File: config.mk
export PLATFORM = sky130hd
export DESIGN_NAME = gain_scheduled_pi_clock_sync
export DESIGN_NICKNAME = d
export VERILOG_FILES = /design/src/design/gspi_pkg.sv /design/src/design/gain_scheduled_pi_clock_sync.sv
export VERILOG_INCLUDE_DIRS = /design/src /design/src/design
export SDC_FILE = /design/constraint.sdc
export NUM_CORES = 2
export LEC_CHECK = 0
export BUFFER_PORTS_ARGS = -buffer_cell sky130_fd_sc_hd__buf_2
export CAP_MARGIN = 10
export CORE_MARGIN = 2
export CORE_UTILIZATION = 25
export CTS_CLUSTER_SIZE = 8
export DETAILED_ROUTE_END_ITERATION = 8
export SYNTH_ARGS = -nofsm -noshare
export SYNTH_HDL_FRONTEND = slang
export SYNTH_SLANG_ARGS = --single-unit
File: constraint.sdc
create_clock -name clk -period 17.4 [get_ports clk]
set_input_delay 0.87 -clock clk [delete_from_list [all_inputs] [get_ports clk]]
set_output_delay 0.87 -clock clk [all_outputs]
set_load 0.05 [all_outputs]
File: src/design/gain_scheduled_pi_clock_sync_defines.svh
// ---------------------------------------------------------------------------
// gain scheduled pi clock sync: assertion macros
// concurrent checks on the rising clock edge, held off during reset
// ---------------------------------------------------------------------------
`ifndef GAIN_SCHEDULED_PI_CLOCK_SYNC_DEFINES_SVH
`define GAIN_SCHEDULED_PI_CLOCK_SYNC_DEFINES_SVH

`ifndef ASSERT_OFF
// property that must hold at every edge
`define GSPI_ASSERT(label, cond) \
  label: assert property (@(posedge clk) disable iff (rst) (cond)) \
    else $error("gspi assertion failed");
// antecedent implies consequent in the same cycle
`define GSPI_ASSERT_IMPL(label, ante, cons) \
  label: assert property (@(posedge clk) disable iff (rst) (ante) |-> (cons)) \
    else $error("gspi assertion failed");
`else
`define GSPI_ASSERT(label, cond)
`define GSPI_ASSERT_IMPL(label, ante, cons)
`endif

`endif

File: src/design/gspi_pkg.sv
// ---------------------------------------------------------------------------
// gspi_pkg
// types and constants of the gain scheduled pi clock sync controller
// ---------------------------------------------------------------------------
package gspi_pkg;

  // configuration register indexes
  localparam logic [2:0] REG_SYNC_INTERVAL  = 3'd0;
  localparam logic [2:0] REG_SAMPLES        = 3'd1;
  localparam logic [2:0] REG_SAMPLE_TICKS   = 3'd2;
  localparam logic [2:0] REG_KP_INIT        = 3'd3;
  localparam logic [2:0] REG_KI_INIT        = 3'd4;
  localparam logic [2:0] REG_INTEGRAL_LIMIT = 3'd5;
  localparam logic [2:0] REG_DRIVE_LIMIT    = 3'd6;

  // gain schedule thresholds and smoothing constants on the smoothed absolute error
  localparam logic [29:0] STEP1_BELOW  = 30'd1000000;
  localparam logic [29:0] STEP2_BELOW  = 30'd200000;
  localparam logic [29:0] RESET_ABOVE  = 30'd2000000;
  localparam logic [29:0] SMOOTH_RESET = 30'd20000000;
  localparam logic [29:0] SMOOTH_MAX   = 30'h3FFFFFFF;
  localparam logic [23:0] SMOOTH_DIV   = 24'd5;

  // schedule steps
  localparam logic [1:0] STEP_INIT = 2'd0;
  localparam logic [1:0] STEP_ONE  = 2'd1;
  localparam logic [1:0] STEP_TWO  = 2'd2;

  // serial divider lengths (quotient bits per operation)
  localparam logic [5:0] LEN_SMOOTH = 6'd33;
  localparam logic [5:0] LEN_GAIN   = 6'd41;
  localparam logic [5:0] LEN_SPLIT  = 6'd24;

  typedef enum logic [3:0] {
    S_IDLE,
    S_DIFF,
    S_FOLD,
    S_SLOAD,
    S_SMOOTH,
    S_SCHED,
    S_ILOAD,
    S_IDIV,
    S_ISUM,
    S_PDIV,
    S_DRIVE,
    S_DLOAD,
    S_SDIV,
    S_DONE
  } gspi_state_t;

endpackage

File: src/design/gain_scheduled_pi_clock_sync.sv
// ---------------------------------------------------------------------------
// gain scheduled pi clock sync
// pi phase controller with a three step gain schedule for clock alignment
// ---------------------------------------------------------------------------
// Each input item carries the remote and local clock positions inside one
// sync interval; the block folds their difference into a phase error, updates
// a smoothed absolute error and the gain schedule, runs a saturating pi law
// and splits the drive into a per-sample tick count and a remainder. A result
// reaches the output register once its item has passed the sequencing
// states and four divisions; no item is accepted before it gets there:
// every division goes through a single shared restoring divider that produces
// one quotient bit per cycle (33 bits for the smoothing, 41 bits each for the
// integral and proportional terms, 24 bits for the per-sample split), and
// the sequencing states include the idle state that takes the item.
// Items are processed one at a time; a finished result sits in the output
// register while the next item is accepted, and a result that is still
// stalled there holds the block and its input until it is taken.
// Configuration must be written only while no item is in flight; writing an
// initial inverse gain also loads the current gain of that term.
// ---------------------------------------------------------------------------
`include "gain_scheduled_pi_clock_sync_defines.svh"

module gain_scheduled_pi_clock_sync
  import gspi_pkg::*;
(
  input  logic               clk,
  input  logic               rst,
  // configuration
  input  logic               cfg_we,
  input  logic [2:0]         cfg_index,
  input  logic [31:0]        cfg_data,
  // input items
  input  logic               in_valid,
  output logic               in_stall,
  input  logic [29:0]        remote_offset_ns,
  input  logic [29:0]        local_offset_ns,
  input  logic               local_offset_valid,
  // result items
  output logic               out_valid,
  input  logic               out_stall,
  output logic [31:0]        ticks_per_sample,
  output logic [23:0]        remainder_ns,
  output logic signed [24:0] drive_ns,
  output logic [1:0]         gain_step
);

  // configuration registers
  logic [29:0] sync_len_ns;
  logic [19:0] sample_count;
  logic [31:0] base_ticks;
  logic [19:0] kp_inverse_init;
  logic [19:0] ki_inverse_init;
  logic [26:0] integral_limit;
  logic [23:0] drive_limit;

  // controller state
  logic signed [27:0] integral_sum;
  logic [29:0]        smoothed_abs_error;
  logic [1:0]         gain_schedule_step;
  logic [23:0]        kp_inverse_now;
  logic [23:0]        ki_inverse_now;

  // item working registers
  logic [29:0]        remote_r;
  logic [29:0]        local_r;
  logic               valid_r;
  logic signed [31:0] diff;
  logic signed [31:0] phase;
  logic signed [24:0] drive;

  // serial divider
  logic [40:0] dvd;     // dividend shifts out at the top, quotient in at the bottom
  logic [23:0] drem;    // partial remainder
  logic [23:0] dsor;
  logic [5:0]  dcnt;

  gspi_state_t state, state_next;

  // ---------------------------------------------------------------------
  // combinational datapath
  // ---------------------------------------------------------------------
  logic               accept;
  logic signed [31:0] diff_next;
  logic signed [31:0] half;
  logic signed [31:0] interval_s;
  logic signed [31:0] phase_next;
  logic signed [31:0] phase_abs;
  logic [30:0]        mag;
  logic               err_neg;
  logic [32:0]        smooth_num;
  logic [24:0]        div_shift;
  logic [25:0]        div_trial;
  logic               div_bit;
  logic [29:0]        sm_sat;
  logic signed [42:0] gain_term;
  logic signed [42:0] isum;
  logic signed [42:0] ilim;
  logic signed [42:0] dsum;
  logic signed [42:0] dlim;
  logic [23:0]        drive_mag;
  logic signed [31:0] per_sample;
  logic               div_last;
  logic               out_free;

  assign accept     = in_valid && !in_stall;
  assign out_free   = !out_valid || !out_stall;
  assign div_last   = (dcnt == 6'd1);

  assign diff_next  = $signed({2'b00, remote_r}) - $signed({2'b00, local_r});
  assign half       = $signed({3'b000, sync_len_ns[29:1]});
  assign interval_s = $signed({2'b00, sync_len_ns});

  // fold once into plus or minus half an interval
  always_comb begin
    if (!valid_r) begin
      phase_next = '0;
    end else if (diff < -half) begin
      phase_next = diff + interval_s;
    end else if (diff > half) begin
      phase_next = diff - interval_s;
    end else begin
      phase_next = diff;
    end
  end

  assign phase_abs  = phase[31] ? -phase : phase;
  assign mag        = phase_abs[30:0];
  // the error fed to the pi law is minus the phase
  assign err_neg    = !phase[31] && (phase != '0);
  assign smooth_num = {1'b0, smoothed_abs_error, 2'b00} + {2'b00, mag};

  // one restoring step
  assign div_shift  = {drem, dvd[40]};
  assign div_trial  = {1'b0, div_shift} - {2'b00, dsor};
  assign div_bit    = !div_trial[25];

  assign sm_sat     = (dvd[32:30] != 3'b000) ? SMOOTH_MAX : dvd[29:0];

  // signed gain term from the unsigned quotient
  assign gain_term  = err_neg ? -$signed({2'b00, dvd}) : $signed({2'b00, dvd});

  assign isum = $signed({{15{integral_sum[27]}}, integral_sum})
              + ((ki_inverse_now == '0) ? 43'sd0 : gain_term);
  assign ilim = $signed({16'b0, integral_limit});
  assign dsum = $signed({{15{integral_sum[27]}}, integral_sum})
              + ((kp_inverse_now == '0) ? 43'sd0 : gain_term);
  assign dlim = $signed({19'b0, drive_limit});

  assign drive_mag  = drive[24] ? 24'(-drive) : drive[23:0];
  assign per_sample = (sample_count == '0) ? 32'sd0 :
                      (drive[24] ? -$signed({7'b0, dvd[24:0]})
                                 :  $signed({7'b0, dvd[24:0]}));

  // ---------------------------------------------------------------------
  // sequencer
  // ---------------------------------------------------------------------
  always_ff @(posedge clk) begin
    if (rst) begin
      state <= S_IDLE;
    end else begin
      state <= state_next;
    end
  end

  always_comb begin
    state_next = state;
    in_stall   = 1'b1;
    case (state)
      S_IDLE: begin
        in_stall = 1'b0;
        if (in_valid) state_next = S_DIFF;
      end
      S_DIFF:   state_next = S_FOLD;
      S_FOLD:   state_next = S_SLOAD;
      S_SLOAD:  state_next = S_SMOOTH;
      S_SMOOTH: if (div_last) state_next = S_SCHED;
      S_SCHED:  state_next = S_ILOAD;
      S_ILOAD:  state_next = S_IDIV;
      S_IDIV:   if (div_last) state_next = S_ISUM;
      S_ISUM:   state_next = S_PDIV;
      S_PDIV:   if (div_last) state_next = S_DRIVE;
      S_DRIVE:  state_next = S_DLOAD;
      S_DLOAD:  state_next = S_SDIV;
      S_SDIV:   if (div_last) state_next = S_DONE;
      S_DONE:   if (out_free) state_next = S_IDLE;
      default:  state_next = S_IDLE;
    endcase
  end

  // ---------------------------------------------------------------------
  // configuration and controller state
  // ---------------------------------------------------------------------
  always_ff @(posedge clk) begin
    if (rst) begin
      sync_len_ns           <= 30'd100000000;
      sample_count          <= 20'd10000;
      base_ticks            <= 32'd2000;
      kp_inverse_init       <= 20'd930;
      ki_inverse_init       <= 20'd11377;
      integral_limit        <= 27'd10000000;
      drive_limit           <= 24'd200000;
      integral_sum          <= '0;
      smoothed_abs_error    <= SMOOTH_RESET;
      gain_schedule_step    <= STEP_INIT;
      kp_inverse_now        <= 24'd930;
      ki_inverse_now        <= 24'd11377;
    end else begin
      if (cfg_we) begin
        case (cfg_index)
          REG_SYNC_INTERVAL:  sync_len_ns           <= cfg_data[29:0];
          REG_SAMPLES:        sample_count          <= cfg_data[19:0];
          REG_SAMPLE_TICKS:   base_ticks            <= cfg_data;
          REG_KP_INIT: begin
            kp_inverse_init <= cfg_data[19:0];
            kp_inverse_now  <= {4'b0, cfg_data[19:0]};
          end
          REG_KI_INIT: begin
            ki_inverse_init <= cfg_data[19:0];
            ki_inverse_now  <= {4'b0, cfg_data[19:0]};
          end
          REG_INTEGRAL_LIMIT: integral_limit        <= cfg_data[26:0];
          REG_DRIVE_LIMIT:    drive_limit           <= cfg_data[23:0];
          default: ;
        endcase
      end
      case (state)
        S_SCHED: begin
          smoothed_abs_error <= sm_sat;
          if (sm_sat < STEP1_BELOW && gain_schedule_step == STEP_INIT) begin
            kp_inverse_now     <= {kp_inverse_now[22:0], 1'b0};
            ki_inverse_now     <= {ki_inverse_now[22:0], 1'b0};
            gain_schedule_step <= STEP_ONE;
          end else if (sm_sat < STEP2_BELOW && gain_schedule_step == STEP_ONE) begin
            kp_inverse_now     <= {kp_inverse_now[22:0], 1'b0};
            ki_inverse_now     <= {ki_inverse_now[22:0], 1'b0};
            gain_schedule_step <= STEP_TWO;
          end else if (sm_sat > RESET_ABOVE && gain_schedule_step != STEP_INIT) begin
            kp_inverse_now     <= {4'b0, kp_inverse_init};
            ki_inverse_now     <= {4'b0, ki_inverse_init};
            gain_schedule_step <= STEP_INIT;
          end
        end
        S_ISUM: begin
          // saturate the integral at the sum limit
          if (isum > ilim) begin
            integral_sum <= 28'(ilim);
          end else if (isum < -ilim) begin
            integral_sum <= 28'(-ilim);
          end else begin
            integral_sum <= isum[27:0];
          end
        end
        default: ;
      endcase
    end
  end

  // ---------------------------------------------------------------------
  // item datapath and serial divider
  // ---------------------------------------------------------------------
  always_ff @(posedge clk) begin
    if (accept) begin
      remote_r <= remote_offset_ns;
      local_r  <= local_offset_ns;
      valid_r  <= local_offset_valid;
    end
    case (state)
      S_DIFF: diff  <= diff_next;
      S_FOLD: phase <= phase_next;
      S_SLOAD: begin
        // (4 * smoothed + |phase|) / 5
        dvd  <= {smooth_num, 8'b0};
        drem <= '0;
        dsor <= SMOOTH_DIV;
        dcnt <= LEN_SMOOTH;
      end
      S_ILOAD: begin
        dvd  <= {mag, 10'b0};
        drem <= '0;
        dsor <= ki_inverse_now;
        dcnt <= LEN_GAIN;
      end
      S_ISUM: begin
        dvd  <= {mag, 10'b0};
        drem <= '0;
        dsor <= kp_inverse_now;
        dcnt <= LEN_GAIN;
      end
      S_DRIVE: begin
        // proportional term plus the new integral, saturated
        if (dsum > dlim) begin
          drive <= 25'(dlim);
        end else if (dsum < -dlim) begin
          drive <= 25'(-dlim);
        end else begin
          drive <= dsum[24:0];
        end
      end
      S_DLOAD: begin
        dvd  <= {drive_mag, 17'b0};
        drem <= '0;
        dsor <= {4'b0, sample_count};
        dcnt <= LEN_SPLIT;
      end
      S_SMOOTH, S_IDIV, S_PDIV, S_SDIV: begin
        dvd  <= {dvd[39:0], div_bit};
        drem <= div_bit ? div_trial[23:0] : div_shift[23:0];
        dcnt <= dcnt - 6'd1;
      end
      default: ;
    endcase
  end

  // ---------------------------------------------------------------------
  // output register
  // ---------------------------------------------------------------------
  always_ff @(posedge clk) begin
    if (rst) begin
      out_valid <= 1'b0;
    end else if (state == S_DONE && out_free) begin
      out_valid <= 1'b1;
    end else if (!out_stall) begin
      out_valid <= 1'b0;
    end
  end

  always_ff @(posedge clk) begin
    if (state == S_DONE && out_free) begin
      ticks_per_sample <= base_ticks - per_sample;
      remainder_ns     <= (sample_count == '0) ? drive_mag : drem;
      drive_ns         <= drive;
      gain_step        <= gain_schedule_step;
    end
  end

  // ---------------------------------------------------------------------
  // assertions
  // ---------------------------------------------------------------------
  `GSPI_ASSERT_IMPL(a_step_init_gains, gain_schedule_step == STEP_INIT,
                    kp_inverse_now == {4'b0, kp_inverse_init} &&
                    ki_inverse_now == {4'b0, ki_inverse_init})
  `GSPI_ASSERT(a_step_range, gain_schedule_step != 2'd3)
  `GSPI_ASSERT_IMPL(a_drive_bound, out_valid,
                    (drive_ns <= $signed({1'b0, drive_limit})) &&
                    (drive_ns >= -$signed({1'b0, drive_limit})))
  `GSPI_ASSERT_IMPL(a_remainder_bound, out_valid && sample_count != '0,
                    remainder_ns < {4'b0, sample_count})
  `GSPI_ASSERT_IMPL(a_done_holds, state == S_DONE && !out_free,
                    state_next == S_DONE && in_stall)

endmodule

==> summary.md <==
| Metric | Value |
|---|---|
| Status | `finished, final reports clean` |
| Filler cells | `19700` |
| Vias in the first global route | `40000` |
| # rows | `157` |
| Detail Placement HPWL | `129000 µm` |
| DIE HEIGHT | `433 µm` |
| Reg2reg end | `integral_sum[1]` |
| WL final | `169000 µm` |
| Top_reg_cell synth | `edfxtp_1` |
| RSZ-0062 raised after global routing | `false` |
| Commonest cells after routing, fill and taps aside | `715 x nand2_1, 505 x nor2_1, 457 x ha_1, 445 x a21oi_1, 327 x edfxtp_1` |
| Setup bufs post-CTS | `0` |
| Mapped Area | `0.0461 mm²` |
| Critical Path Start | `phase[3]` |
| Max_slew headroom | `0.194` |
| Detailed-route wire length per cell | `20.9 µm` |
| Die X | `433 µm` |
| Post-CTS Hold Buffers | `0` |
| Commonest non-fill, non-tap cell in the layout | `nand2_1` |
| Fmax | `99.0 MHz` |
| Final Non-Filler Cells | `8091` |
| Clock buffer depth | `3` |
| Final ANT Viol Nets | `0` |
| Multi-input logic area | `0.0286 mm²` |
| Synth cell types | `98` |
| CTS tree | `yes` |
| Critical Path Max Stage Delay | `0.79 ns` |
| First-pass GRT wire length | `250000 µm` |
| Worst Reg-to-Reg Cells | `29` |
| Initial antenna violation count | `8` |
| Initial core utilization | `0.252` |
| Area of the die | `0.188 mm²` |
| Total gr overflow | `0` |
| Crit Path Max Fanout | `27` |
| Num ports | `186` |
| PwrDens | `105 mW/mm²` |
| Area share of the largest cell type after synthesis | `0.213` |
| Hold Fails Final Rpt | `0` |
| Yosys top cell by area | `edfxtp_1` |
| Yosys reg bits | `613` |
| Synth Warn # | `0` |
| Worst flop-to-flop path startpoint | `phase[3]` |
| Skew final | `0.0833 ns` |
| Global placer's final weighted congestion | `0.995` |
| Slew Limit Fails | `0` |
| Synth area leaders | `edfxtp_1 21%, dfxtp_1 12%, ha_1 12%` |
| Clock transition at path regs | `0.05 ns` |
| Crit path arrival time | `10.62 ns` |
| Drt first pass iters | `5` |
| Leakage power | `21.0 nW` |
| GR Util All Layers | `0.174` |
| Worst Tran Pin Value | `1.21 ns` |
| Via count | `42000` |
| Sequential area share after synthesis | `0.337` |
| End point of the critical path | `integral_sum[1]` |
| Register area | `0.0155 mm²` |
| I/O Buffers | `185` |
| Setup crit end kind | `flip-flop` |
| Max_cap viols | `0` |
| Critical Path RT | `17.92 ns` |
| Num CTS Buffers | `88` |
| Tcrit/Tclk final | `0.581` |
| 1st-iter DRT viols | `3888` |
| Mapped Nets | `6070` |
| R2R setup slack | `7.30 ns` |
| Pwr Total | `0.00550 W` |
| Root Buffer | `clkbuf_16` |
| Post-DP Area | `0.0495 mm²` |
| Syn avg cell area | `8.37 µm²` |
| Area growth syn-to-layout | `13.2%` |
| H-tree levels | `3` |
| Largest net degree at the start of global routing | `118` |
| Synth async-reset ratio | `0` |
| Via density | `5.19` |
| Clk sink count | `613` |
| Placed cells | `7938` |
| Synth Instances | `5504` |
| Nets | `6131` |
| Core Box Area | `0.183 mm²` |
| Critical path's most frequent cell | `o21ai_0` |
| Final Cell Area | `0.0521 mm²` |
| Clock latency on the worst-skew pair | `0.73 ns` |
| Crit path kind | `flip-flop to flip-flop` |
| Resize count post-CTS | `0` |
| DRC | `0` |
| Final min period | `10.10 ns` |
| Final setup viols | `0` |
| Post-synth EDFFs | `327` |
| Final core utilization | `0.285` |
| Max VDD drop | `0.0885 mV` |
| Hold WC Path Type | `input pin to flip-flop` |
| Layout cell share with drive strength beyond 1 | `0.0736` |
| Final TNS setup | `0 ns` |
| Critical Path Start Type | `flip-flop` |
| Slowest CP cell | `o21a_1` |
[layer usage]
layer  vias up  GRT usage  part of all wire
met5         -          0           0.00012
met4         2     0.0961             0.058
met3       343     0.0297             0.063
met2      1536      0.292              0.48
met1     20000      0.211              0.40
li1      20200          -                 -
[metrics by stage]
| stage | hold WS (ns) | worst slack (ns) |
|---|---|---|
| floorplan | 0.424 | 9.09 |
| global placement | 0.441 | 7.55 |
| detailed placement | 0.447 | 7.38 |
| CTS | 0.277 | 7.33 |
| global route | 0.303 | 6.49 |
| finish | 0.331 | 7.30 |
[area by class of cell]
type,count,share of cell area
inverters,255,0.0184
multi-input cells,4371,0.549
clock buffers,141,0.0464
flip-flops and latches,613,0.298
repair buffers,236,0.0254
diodes,1,0.0000480
clock inverters,10,0.00329
well taps,2464,0.0591
[power by group]
group	leakage (nW)	internal, W	switching (W)	total (W)
Combinational	14.4	0.000747	0.00125	0.00199
Sequential	5.32	0.00170	0.000149	0.00185
Clock	1.23	0.000953	0.000700	0.00165
Total	21.0	0.00340	0.00210	0.00550
[worst min-delay path by stage]
stage               slack [ns]                  end                 start  cells past startpoint
global route              0.30         remote_r[16]  remote_offset_ns[16]                      1
detailed placement        0.45        base_ticks[0]         base_ticks[0]                      2
floorplan                 0.42         drive_ns[24]             drive[24]                      0
CTS                       0.28          local_r[15]   local_offset_ns[15]                      1
finish                    0.33         remote_r[29]  remote_offset_ns[29]                      1
global placement          0.44  kp_inverse_init[17]   kp_inverse_init[17]                      2
[sequential cells by signal (all words and copies together), names as in the netlist, 25 cells and up]
signal,flops
integral_sum,28
integral_limit,27
ticks_per_sample,32
local_r,30
drive_ns,25
dvd,41
phase,32
smoothed_abs_error,30
sync_len_ns,30
base_ticks,32
drive,25
remote_r,30
diff,31
[synth_stat cells, types with 72 or more instances]
master    count
nand2_1     715
nor2_1      509
ha_1        457
a21oi_1     446
edfxtp_1    327
o21ai_0     298
dfxtp_1     286
inv_1       254
xnor2_1     237
clkbuf_1    229
a21o_1      140
nor3_1      137
xor2_1      100
nand3_1      92
a211oi_1     72
[critical path, delay by kind of cell (launching register included)]
family / cells / cell delay (ns)
adder cells (fa/ha/maj): 2 / 0.58
AO/OA/AOI/OAI: 13 / 4.42
AND/OR/NAND/NOR: 12 / 3.77
flip-flops: 1 / 0.44
XOR/XNOR: 2 / 0.68
[cell families (layout without fill, tap and decap cells)]
| family | Yosys count | count (layout) | synth area share |
|---|---|---|---|
| adders and majority gates | 465 | 465 | 0.128 |
| and+or+nand+nor | 1934 | 1934 | 0.195 |
| xor gates and xnor gates | 337 | 337 | 0.0641 |
| buffers and inverters | 520 | 642 | 0.0434 |
| other | 0 | 1 | 0 |
| DFF | 613 | 613 | 0.337 |
| muxes | 51 | 51 | 0.0111 |
| AOI/OAI and AO/OA | 1584 | 1584 | 0.222 |
(Power assumes the default switching activity.)
